--- src/hw/rtl/tcs_div.sv ---
// Pipelined unsigned restoring divider, one quotient bit per stage.
module tcs_div #(
	parameter int NW = 48,
	parameter int DW = 24,
	parameter int QW = 18
) (
	input  logic          clk,
	input  logic [NW-1:0] num,
	input  logic [DW-1:0] den,
	output logic [QW-1:0] quo
);

	localparam int RW = (NW > DW + QW) ? NW : DW + QW;

	logic [RW-1:0] rem_s [1:QW];
	logic [DW-1:0] den_s [1:QW];
	logic [QW-1:0] quo_s [1:QW];

	for (genvar j = 0; j < QW; j++) begin : g_stage
		logic [RW-1:0] r_in;
		logic [DW-1:0] d_in;
		logic [QW-1:0] q_in;
		logic [RW-1:0] trial;
		logic          ge;

		if (j == 0) begin : g_first
			assign r_in = RW'(num);
			assign d_in = den;
			assign q_in = '0;
		end else begin : g_next
			assign r_in = rem_s[j];
			assign d_in = den_s[j];
			assign q_in = quo_s[j];
		end

		assign trial = RW'(d_in) << (QW - 1 - j);
		assign ge    = (r_in >= trial);

		always_ff @(posedge clk) begin
			rem_s[j+1] <= ge ? r_in - trial : r_in;
			den_s[j+1] <= d_in;
			quo_s[j+1] <= {q_in[QW-2:0], ge};
		end
	end

	assign quo = quo_s[QW];

endmodule

--- config.mk ---
export PLATFORM = sky130hd
export DESIGN_NAME = tcs_div
export DESIGN_NICKNAME = d
export VERILOG_FILES = /design/src/hw/rtl/tcs_div.sv
export SDC_FILE = /design/constraint.sdc
export NUM_CORES = 2
export LEC_CHECK = 0
export BUFFER_PORTS_ARGS = -buffer_cell sky130_fd_sc_hd__buf_2
export CORE_UTILIZATION = 45
export CTS_CLUSTER_DIAMETER = 120
export DETAILED_ROUTE_END_ITERATION = 8
export PLACE_DENSITY = 0.72
export SETUP_SLACK_MARGIN = 0.15
export SYNTH_ARGS = -nofsm -noshare
export SYNTH_HDL_FRONTEND = slang
export SYNTH_SLANG_ARGS = --single-unit
--- constraint.sdc ---
create_clock -name clk -period 9.2 [get_ports clk]
set_input_delay 0.92 -clock clk [delete_from_list [all_inputs] [get_ports clk]]
set_output_delay 0.92 -clock clk [all_outputs]
set_load 0.01 [all_outputs]
==> metrics.md <==
| Metric | Value |
|---|---|
| Total core area | `0.132 mm^2` |
| Largest driver fanout on the critical path | `48` |
| Sum of overflow across all layers after global routing | `0` |
| TritonRoute pass-1 iters | `8` |
| Clock buffers created by TritonCTS | `141` |
| Number of gates resized after cts | `0` |
| Overall fraction of global-route tracks in use | `0.180` |
| Power per unit of standard cell area | `353 mW/mm^2` |
| Worst Path Required | `9.85 ns` |
| Unrepaired setup endpoints after global routing | `false` |
| Number of buffers on the longest clock path | `3` |
| Number of nets at the end of the flow | `7,040` |
| Count of mapped cells out of synthesis | `6,417` |
| Post-Route Skew | `0.0219 ns` |
| Via count of the first global-routing pass | `43.6k` |
| Synthesized net count | `6,939` |
| Yosys Warn Count | `0` |
| First-pass GRT wire length | `203,000 um` |
| Worst-case headroom to the max-slew limit | `0.0926` |
| Routed via count divided by cell count | `5.20` |
| Clock latency on the worst-skew pair | `0.79 ns` |
| Hold depth | `1` |
| Post-Synthesis Mean Instance Area | `9.35 um^2` |
| Worst-margin pin slew | `1.35 ns` |
| Kind of critical path | `flip-flop to flip-flop` |
| DRC Markers | `0` |
| Flip-flop cell with the highest count after synthesis | `dfxtp_1` |
| HPWL reported at the end of detailed placement | `95,000 um` |
| Antenna violations before repair | `0` |
| Cell depth of the worst flop-to-flop path | `11` |
| Fraction of layout instances using a drive strength above 1 | `0.0697` |
| H-tree Lvls | `4` |
| Post-CTS setup buffers | `0` |
| Fill cell instance count of the final layout | `11.9k` |
| Initial Util | `0.455` |
| Arr. time, crit path | `5.19 ns` |
| Routed Wire Length | `123,000 um` |
| Cell Rows | `133` |
| Hold Path Origin | `num[11]` |
| Part of the Yosys area used for sequential elements | `0.465` |
| Final Hold Viols | `0` |
| Asr flop ratio synth | `0` |
| Startpoint class of the critical path | `flip-flop` |
| Post-DRT Antenna Nets | `0` |
| Flip-flop and latch count after synthesis | `1,395` |
| Worst reg-to-reg setup slack | `4.66 ns` |
| Iteration-0 DRC count of the detailed router | `2,177` |
| DR WL/cell | `14.7 um` |
| Final setup violating endpoints | `0` |
| Root buffer cell | `clkbuf_16` |
| Final weighted congestion of routability-driven global placement | `0.947` |
| Critical path capture point type | `flip-flop` |
| Number of input and output port buffers inserted | `90` |
| Width of the die | `367 um` |
| Clock-pin slew of the registers on the worst-case setup and hold paths | `0.06 ns` |
| Commonest non-fill, non-tap cell in the layout | `dfxtp_1` |
| Final clock period utilization by the worst path | `0.494` |
| Leading cell types in the layout, fill and taps excluded | `dfxtp_1 (1,395), inv_1 (543), nand2_1 (485)` |
| Final Max Tran Viols | `0` |
| Y dimension of the die | `367 um` |
| TritonCTS clock tree | `yes` |
| EDFF count, synth | `0` |
| Reg-to-reg startpoint | `rem_s[0][796]$_DFF_P_` |
| Shortest period the worst path allows | `4.54 ns` |
| Sum of negative setup slack | `0 ns` |
| Tightest hold margin | `0.247 ns` |
| Largest net degree at the start of global routing | `54` |
| Ports | `91` |
| Post-CTS Hold Fix Bufs | `0` |
| Terminus of the critical flop-to-flop path | `rem_s[0][861]$_DFF_P_` |
| Die Footprint | `0.135 mm^2` |
| Post-synth cell types | `78` |
| Worst Hold Path EP | `rem_s[0][59]$_DFF_P_` |
| Achievable frequency | `0.220 GHz` |
| N_diodes | `0` |
| Result of the run | `complete, no violations` |
| MaxCap Viol Count | `0` |
| Number of clock sinks | `1,395` |
| Pleak | `29.4 nW` |
| P&R area growth vs syn | `11.4%` |
| Crit path launch | `rem_s[0][796]$_DFF_P_` |
| Max rail drop VDD | `170 uV` |
| Worst hold path class | `input port to flip-flop` |
| Total vias in the final route | `43.6k` |
| Summed instance area of the synthesized netlist | `0.0600 mm^2` |
[synthesized netlist by cell type (30+ instances only)]
cell type | count | area share
nand2b_1 | 87 | 0.0091
or3_1 | 54 | 0.0056
a21o_1 | 203 | 0.025
mux2_2 | 67 | 0.013
xor2_1 | 288 | 0.042
xnor2_1 | 296 | 0.043
clkbuf_1 | 130 | 0.0081
o21ai_0 | 418 | 0.035
nor2b_1 | 59 | 0.0061
nand4_1 | 81 | 0.0084
a211oi_1 | 31 | 0.0039
or4_1 | 32 | 0.0040
o21a_1 | 56 | 0.0070
inv_1 | 543 | 0.034
ha_1 | 432 | 0.090
and3_1 | 36 | 0.0038
a31oi_1 | 38 | 0.0040
nand2_1 | 485 | 0.030
dfxtp_1 | 1395 | 0.47
o21bai_1 | 48 | 0.0060
o31ai_1 | 33 | 0.0041
a21oi_1 | 468 | 0.039
nand3_1 | 111 | 0.0093
or2_2 | 30 | 0.0031
nor2_1 | 388 | 0.024
nor4_1 | 87 | 0.0091
nor3_1 | 151 | 0.013
[layer usage]
layer | GRT usage | vias to the layer above | wire [um]
met1 | 0.179 | 19800 | 48600
met5 | 0 | - | 0
met2 | 0.345 | 957 | 64000
li1 | - | 22400 | -
met3 | 0.0270 | 375 | 3860
met4 | 0.113 | 0 | 6910
[worst max-delay path, stage by stage (launching register included)]
cell and delay (ns):
dfxtp_1 0.33, or4_1 0.55, or3_1 0.42, or4_4 0.49, or3_4 0.40, or4_4 0.45, or4_4 0.46, nor4b_4 0.21
buf_4 0.40, or3_1 0.45, nor4_1 0.11, xor2_1 0.15
[flip-flops by register name, indices dropped and copies added, names as in the netlist]
signal	cells
rem_s	816
quo_s	171
den_s	408
[layout make-up]
cell class	instances	area, um^2	area share
clock inverter	43	526	0.00786
inverter	543	2040	0.0305
sequential	1395	27900	0.418
multi-input combinational	4327	29500	0.441
timing repair buffer	110	601	0.00898
clock buffer	209	4070	0.0609
tap	1755	2200	0.0328
[worst max-delay path by stage]
stage / to / slack, ns / cells after the start
after floorplan: rem_s[0][818]$_DFF_P_ / 5.38 / 9
after global placement: rem_s[0][845]$_DFF_P_ / 4.64 / 11
after detailed placement: rem_s[0][861]$_DFF_P_ / 4.63 / 11
after CTS: rem_s[0][861]$_DFF_P_ / 4.62 / 11
after global routing: rem_s[0][855]$_DFF_P_ / 4.44 / 11
final: rem_s[0][861]$_DFF_P_ / 4.66 / 11
[power breakdown]
part           leakage (nW)  internal [mW]  switching [mW]
clock                  2.26           3.21            2.35
sequential             11.7           7.68            1.08
combinational          15.4           4.19            5.09
[cell families after synthesis]
family	share of synthesized area
and+or+nand+nor	0.144
AOI/OAI and AO/OA	0.152
DFF	0.465
buffers and inverters	0.0439
xor gates and xnor gates	0.0852
adders and majority gates	0.0957
muxes	0.0136
[through the flow]
| stage | util | worst slack, ns | instances | instance area (um^2) | total power, mW |
|---|---|---|---|---|---|
| floorplan | - | 5.38 | 6417 | 60000 | 15.9 |
| global route | 0.507 | 4.44 | 8382 | 66900 | 25.3 |
| detailed placement | 0.472 | 4.63 | 8130 | 62300 | 18.0 |
| finish | 0.507 | 4.66 | 8382 | 66900 | 23.6 |
| global placement | 0.472 | 4.64 | 8130 | 62300 | 17.8 |
| CTS | 0.507 | 4.62 | 8382 | 66900 | 23.7 |
Note: power is estimated with default switching activity, not from simulation.
