### config.mk
export PLATFORM = sky130hd
export DESIGN_NAME = tcs_isqrt
export DESIGN_NICKNAME = d
export VERILOG_FILES = /design/src/hw/rtl/tcs_pkg.sv /design/src/hw/rtl/tcs_isqrt.sv
export SDC_FILE = /design/constraint.sdc
export NUM_CORES = 2
export LEC_CHECK = 0
export BUFFER_PORTS_ARGS = -buffer_cell sky130_fd_sc_hd__buf_2
export CAP_MARGIN = 30
export CORE_ASPECT_RATIO = 0.7
export CORE_MARGIN = 5
export CORE_UTILIZATION = 45
export CTS_CLUSTER_SIZE = 25
export DETAILED_ROUTE_END_ITERATION = 16
export GPL_TIMING_DRIVEN = 0
export PLACE_DENSITY_LB_ADDON = 0.1
export RECOVER_POWER = 100
export SETUP_SLACK_MARGIN = 0.5
export SYNTH_ARGS = -nofsm -noshare
export SYNTH_HDL_FRONTEND = slang
export SYNTH_SLANG_ARGS = --single-unit
### constraint.sdc
create_clock -name clk -period 4.2 [get_ports clk]
set_input_delay 0.63 -clock clk [delete_from_list [all_inputs] [get_ports clk]]
set_output_delay 0.63 -clock clk [all_outputs]
set_load 0.02 [all_outputs]
### src/hw/rtl/tcs_pkg.sv
// Shared types and constants of the triangle cull, shade and projection pipeline.
package tcs_pkg;

	localparam int COORD_W  = 24;
	localparam int DEPTH_W  = 25;
	localparam int CFG_W    = 24;
	localparam int CFG_IDX_W = 3;
	localparam int SQ_W     = 62;
	localparam int LEN_W    = 31;
	localparam int SQRT_STEPS = 31;

	localparam logic signed [DEPTH_W-1:0] DEPTH_BIAS = 25'sd327680;
	localparam logic signed [DEPTH_W-1:0] DEPTH_MIN  = 25'sd6554;
	localparam logic signed [16:0] LIGHT_X = 17'sd39126;
	localparam logic signed [16:0] LIGHT_Y = -17'sd26084;
	localparam logic signed [16:0] LIGHT_Z = 17'sd45648;
	localparam logic [SQ_W-1:0] TINY_SQ = 62'd184467440737;
	localparam logic [17:0] BRIGHT_BASE = 18'd16384;
	localparam logic [15:0] BRIGHT_GAIN = 16'd49152;
	localparam logic [25:0] MEAN_RECIP = 26'd44739243;
	localparam logic [23:0] MEAN_MAX = 24'h7FFFFF;

	localparam logic [23:0] FOCAL_RESET = 24'd65536;
	localparam logic [23:0] SCALE_RESET = 24'd65536;
	localparam logic [15:0] COLOR_RESET = 16'hFFFF;

	typedef enum logic [CFG_IDX_W-1:0] {
		CFG_FOCAL    = 3'd0,
		CFG_SCALE    = 3'd1,
		CFG_X_OFFSET = 3'd2,
		CFG_Y_OFFSET = 3'd3,
		CFG_BASE     = 3'd4
	} cfg_idx_t;

	typedef struct packed {
		logic [15:0]        face_id;
		logic signed [23:0] ax;
		logic signed [23:0] ay;
		logic signed [23:0] az;
		logic signed [23:0] bx;
		logic signed [23:0] by_coord;
		logic signed [23:0] bz;
		logic signed [23:0] cx;
		logic signed [23:0] cy;
		logic signed [23:0] cz;
	} in_item_t;

	typedef struct packed {
		logic [15:0]        tri_id;
		logic signed [15:0] pax;
		logic signed [15:0] pay;
		logic signed [15:0] pbx;
		logic signed [15:0] pby;
		logic signed [15:0] pcx;
		logic signed [15:0] pcy;
		logic signed [23:0] mean_depth;
		logic [15:0]        shaded_color;
	} result_t;

endpackage

### src/hw/rtl/tcs_isqrt.sv
// Pipelined integer square root, one result bit per stage.
module tcs_isqrt (
	input  logic                      clk,
	input  logic [tcs_pkg::SQ_W-1:0]  sq,
	output logic [tcs_pkg::LEN_W-1:0] root
);

	localparam int N = tcs_pkg::SQRT_STEPS;
	localparam int SW = tcs_pkg::SQ_W;

	logic [SW-1:0] rem_s [1:N];
	logic [SW-1:0] res_s [1:N];

	for (genvar j = 0; j < N; j++) begin : g_stage
		logic [SW-1:0] r_in;
		logic [SW-1:0] q_in;
		logic [SW-1:0] bitv;
		logic [SW-1:0] trial;
		logic          ge;

		if (j == 0) begin : g_first
			assign r_in = sq;
			assign q_in = '0;
		end else begin : g_next
			assign r_in = rem_s[j];
			assign q_in = res_s[j];
		end

		assign bitv  = SW'(1) << (2 * (N - 1 - j));
		assign trial = q_in + bitv;
		assign ge    = (r_in >= trial);

		always_ff @(posedge clk) begin
			rem_s[j+1] <= ge ? r_in - trial : r_in;
			res_s[j+1] <= ge ? (q_in >> 1) + bitv : (q_in >> 1);
		end
	end

	assign root = res_s[N][tcs_pkg::LEN_W-1:0];

endmodule

==> flow_metrics.tcl <==
set metrics [dict create \
    clkSinkCount 2356 \
    start_util 0.4523 \
    p_total_mw 72.66 \
    io-pin-count 94 \
    place_congestion 0.9120 \
    synthTopCellsByArea "dfxtp_1 (53%), ha_1 (7.4%), xnor2_1 (4.3%)" \
    synth_area_mm2 0.08875 \
    internal-power_mw 47.67 \
    antenna_found_initial 23 \
    area_delta_synth_final_pct 15.26 \
    synth_warnings 0 \
    rows 136 \
    cp_max_fo 9 \
    synth_top_area_frac 0.5315 \
    p_per_area_mw_per_mm2 710.3 \
    dieArea_mm2 0.2063 \
    use_met2 0.3009 \
    grt_max_degree 19 \
    min_period_over_period 0.9410 \
    wirelength_um 266000 \
    final_common_cell "dfxtp_1" \
    synth_seq_cells 2356 \
    cp.required_ps 4920 \
    synthArstFlopShare 0 \
    swShare 0.3439 \
    grt_usage 0.2492 \
    slew_violations 0 \
    leakagePower_nw 46.17 \
    yosysTopAreaCell "dfxtp_1" \
    avgViaCountPerCell 5.376 \
    ys_dominant_reg_cell "dfxtp_1" \
    wire_per_inst_um 21.84 \
    vias 65460 \
    nets 9958 \
    drc 0 \
    rsz0062_at_grt "true" \
    p_clk_frac 0.289 \
    hp-class "in2reg" \
    cts_root_buf "clkbuf_16" \
    clk_path_buf_depth 4 \
    core_mm2 0.1962 \
    setup_viol 0 \
    overflow 0 \
    die_w_um 540.8 \
    grt_busiest_layer "met1" \
    ctsHtreeMaxLevel 4 \
    fin_hold_ws_ps 226.7 \
    fill_cells 17800 \
    power_frac_seq 0.454 \
    clock_latency_ps 860 \
    pwr-share-comb 0.257 \
    ys_seq_area_frac 0.5315 \
    grt.met3_usage 0.05253 \
    multi_input_area_mm2 0.03935 \
    crit_arrival_ps 4670 \
    design_area_mm2 0.1023 \
    drt_iter0_drc 6160 \
    relSlewSlack 0.2512 \
    dpl-instance-area_mm2 0.09255 \
    crit_path_end_kind "register" \
    hpwl_um 211600 \
    drtPass1Iterations 6 \
    synthCells 8932 \
    drive_above_1_share 0.07752 \
    ir_drop_v 0.0004559 \
    worstSetupStartpointType "register" \
    hold_viol 0 \
    cts_buffers 218 \
    use_met1 0.4304 \
    synthesis.nets 9520 \
    max_freq_mhz 253.0 \
    worstMarginPinSlew_ps 1113 \
    cts_tree "done" \
    power_switching_mw 24.99 \
    grt_pass1_vias 61310 \
    synth_cell_types 86 \
    status "complete, no violations" \
    io_buffers 93 \
    syn_area_per_cell_um2 9.936 \
    postRouteAntennaNets 0 \
    layout_common_cells "dfxtp_1 (2348), inv_1 (666), nand2_1 (666)" \
    regArea_mm2 0.04718 \
    finalCriticalPeriod_ps 3952 \
    worstSetupPathType "reg2reg" \
    dieHeight_um 381.6 \
    path_clk_slew_ps 70 \
    grt_first_pass_wirelength_um 393500 \
    cap_violations 0 \
    finalClockSkew_ps 60.69 \
    synth_edf_count 0 \
]
## metrics by stage
step                utilization  setup WS [ps]  cells  TNS, ps
global route             0.5213          197.4  12170        0
floorplan                     -          534.5   8932        0
finish                   0.5214          247.7  12180        0
CTS                      0.5196          470.2  12150        0
detailed placement       0.4717         -438.2  11660   -18580
global placement         0.4714         -457.8  11650   -23470
## registers in the layout, summed over array words and instances (netlist names)
signal,flops
res_s,496
rem_s,1860
## power groups by stage
stage	combinational (mW)	sequential [mW]	clock, mW
2_1_floorplan	13.0	30.4	0
3_3_place_gp	17.5	33.1	0
3_5_place_dp	17.5	33.1	0
4_1_cts	18.2	32.7	21.4
5_1_grt	20.6	33.4	22.4
6_report	18.7	33.0	21.0
## critical path, cell delays in order, from the launching register on
cell	delay [ps]
dfxtp_1	530
inv_1	90
ha_1	340
a21o_1	230
a21o_1	210
a221oi_4	400
o31ai_4	120
a21oi_1	310
and3_1	210
clkbuf_1	280
or2_2	170
clkbuf_1	400
nor2_1	100
xor2_1	380
## final timing paths
path                      start            end  slack [ps]  cells past startpoint
setup / recovery  res_s[2][213]  rem_s[1][297]         250                     13
hold / removal           sq[60]  rem_s[0][122]         230                      3
setup reg to reg  res_s[2][213]  rem_s[1][297]         250                     13
hold reg to reg   rem_s[0][248]  rem_s[0][310]         310                      0
## cells by family after synthesis
group	synth area share
compound gates	0.1148
mux	0.009911
fa+ha+maj	0.07402
xor+xnor	0.08132
buf+inv	0.03588
flops	0.5315
simple gates	0.1526
## cell usage after synthesis, types with 199 or more instances
cell type  count
xor2_1       384
nand2_1      669
dfxtp_1     2356
a21oi_1      481
a21o_1       199
o21ai_0      484
nor4_1       312
xnor2_1      440
ha_1         525
nor3_1       253
inv_1        667
nor2_1       533
## routing by layer
| metal | share of wire | vias to the layer above |
|---|---|---|
| li1 | - | 31920 |
| met1 | 0.55 | 30860 |
| met2 | 0.35 | 2392 |
| met3 | 0.084 | 279 |
| met4 | 0.018 | 6 |
| met5 | 0.00016 | - |
## area by class of cell
class,count,share of cell area
sequential,2356,0.4612
multi-input combinational,5733,0.3847
clock buffer,281,0.05930
tap,2622,0.03207
inverter,670,0.02460
clock inverter,115,0.01602
timing repair buffer,217,0.01388
buffer,174,0.007987
antenna,8,0.0001957
## timing repair
action / in CTS / in global routing
endpoints found under the setup margin: 618 / 436
pin swaps: 32 / 46
setup buffers: 34 / 15
cloned: 1 / 0
hold buffers: 61 / 0
gates resized for setup: 225 / 231
hold endpoints to repair: 61 / 0
(Power assumes the default switching activity.)
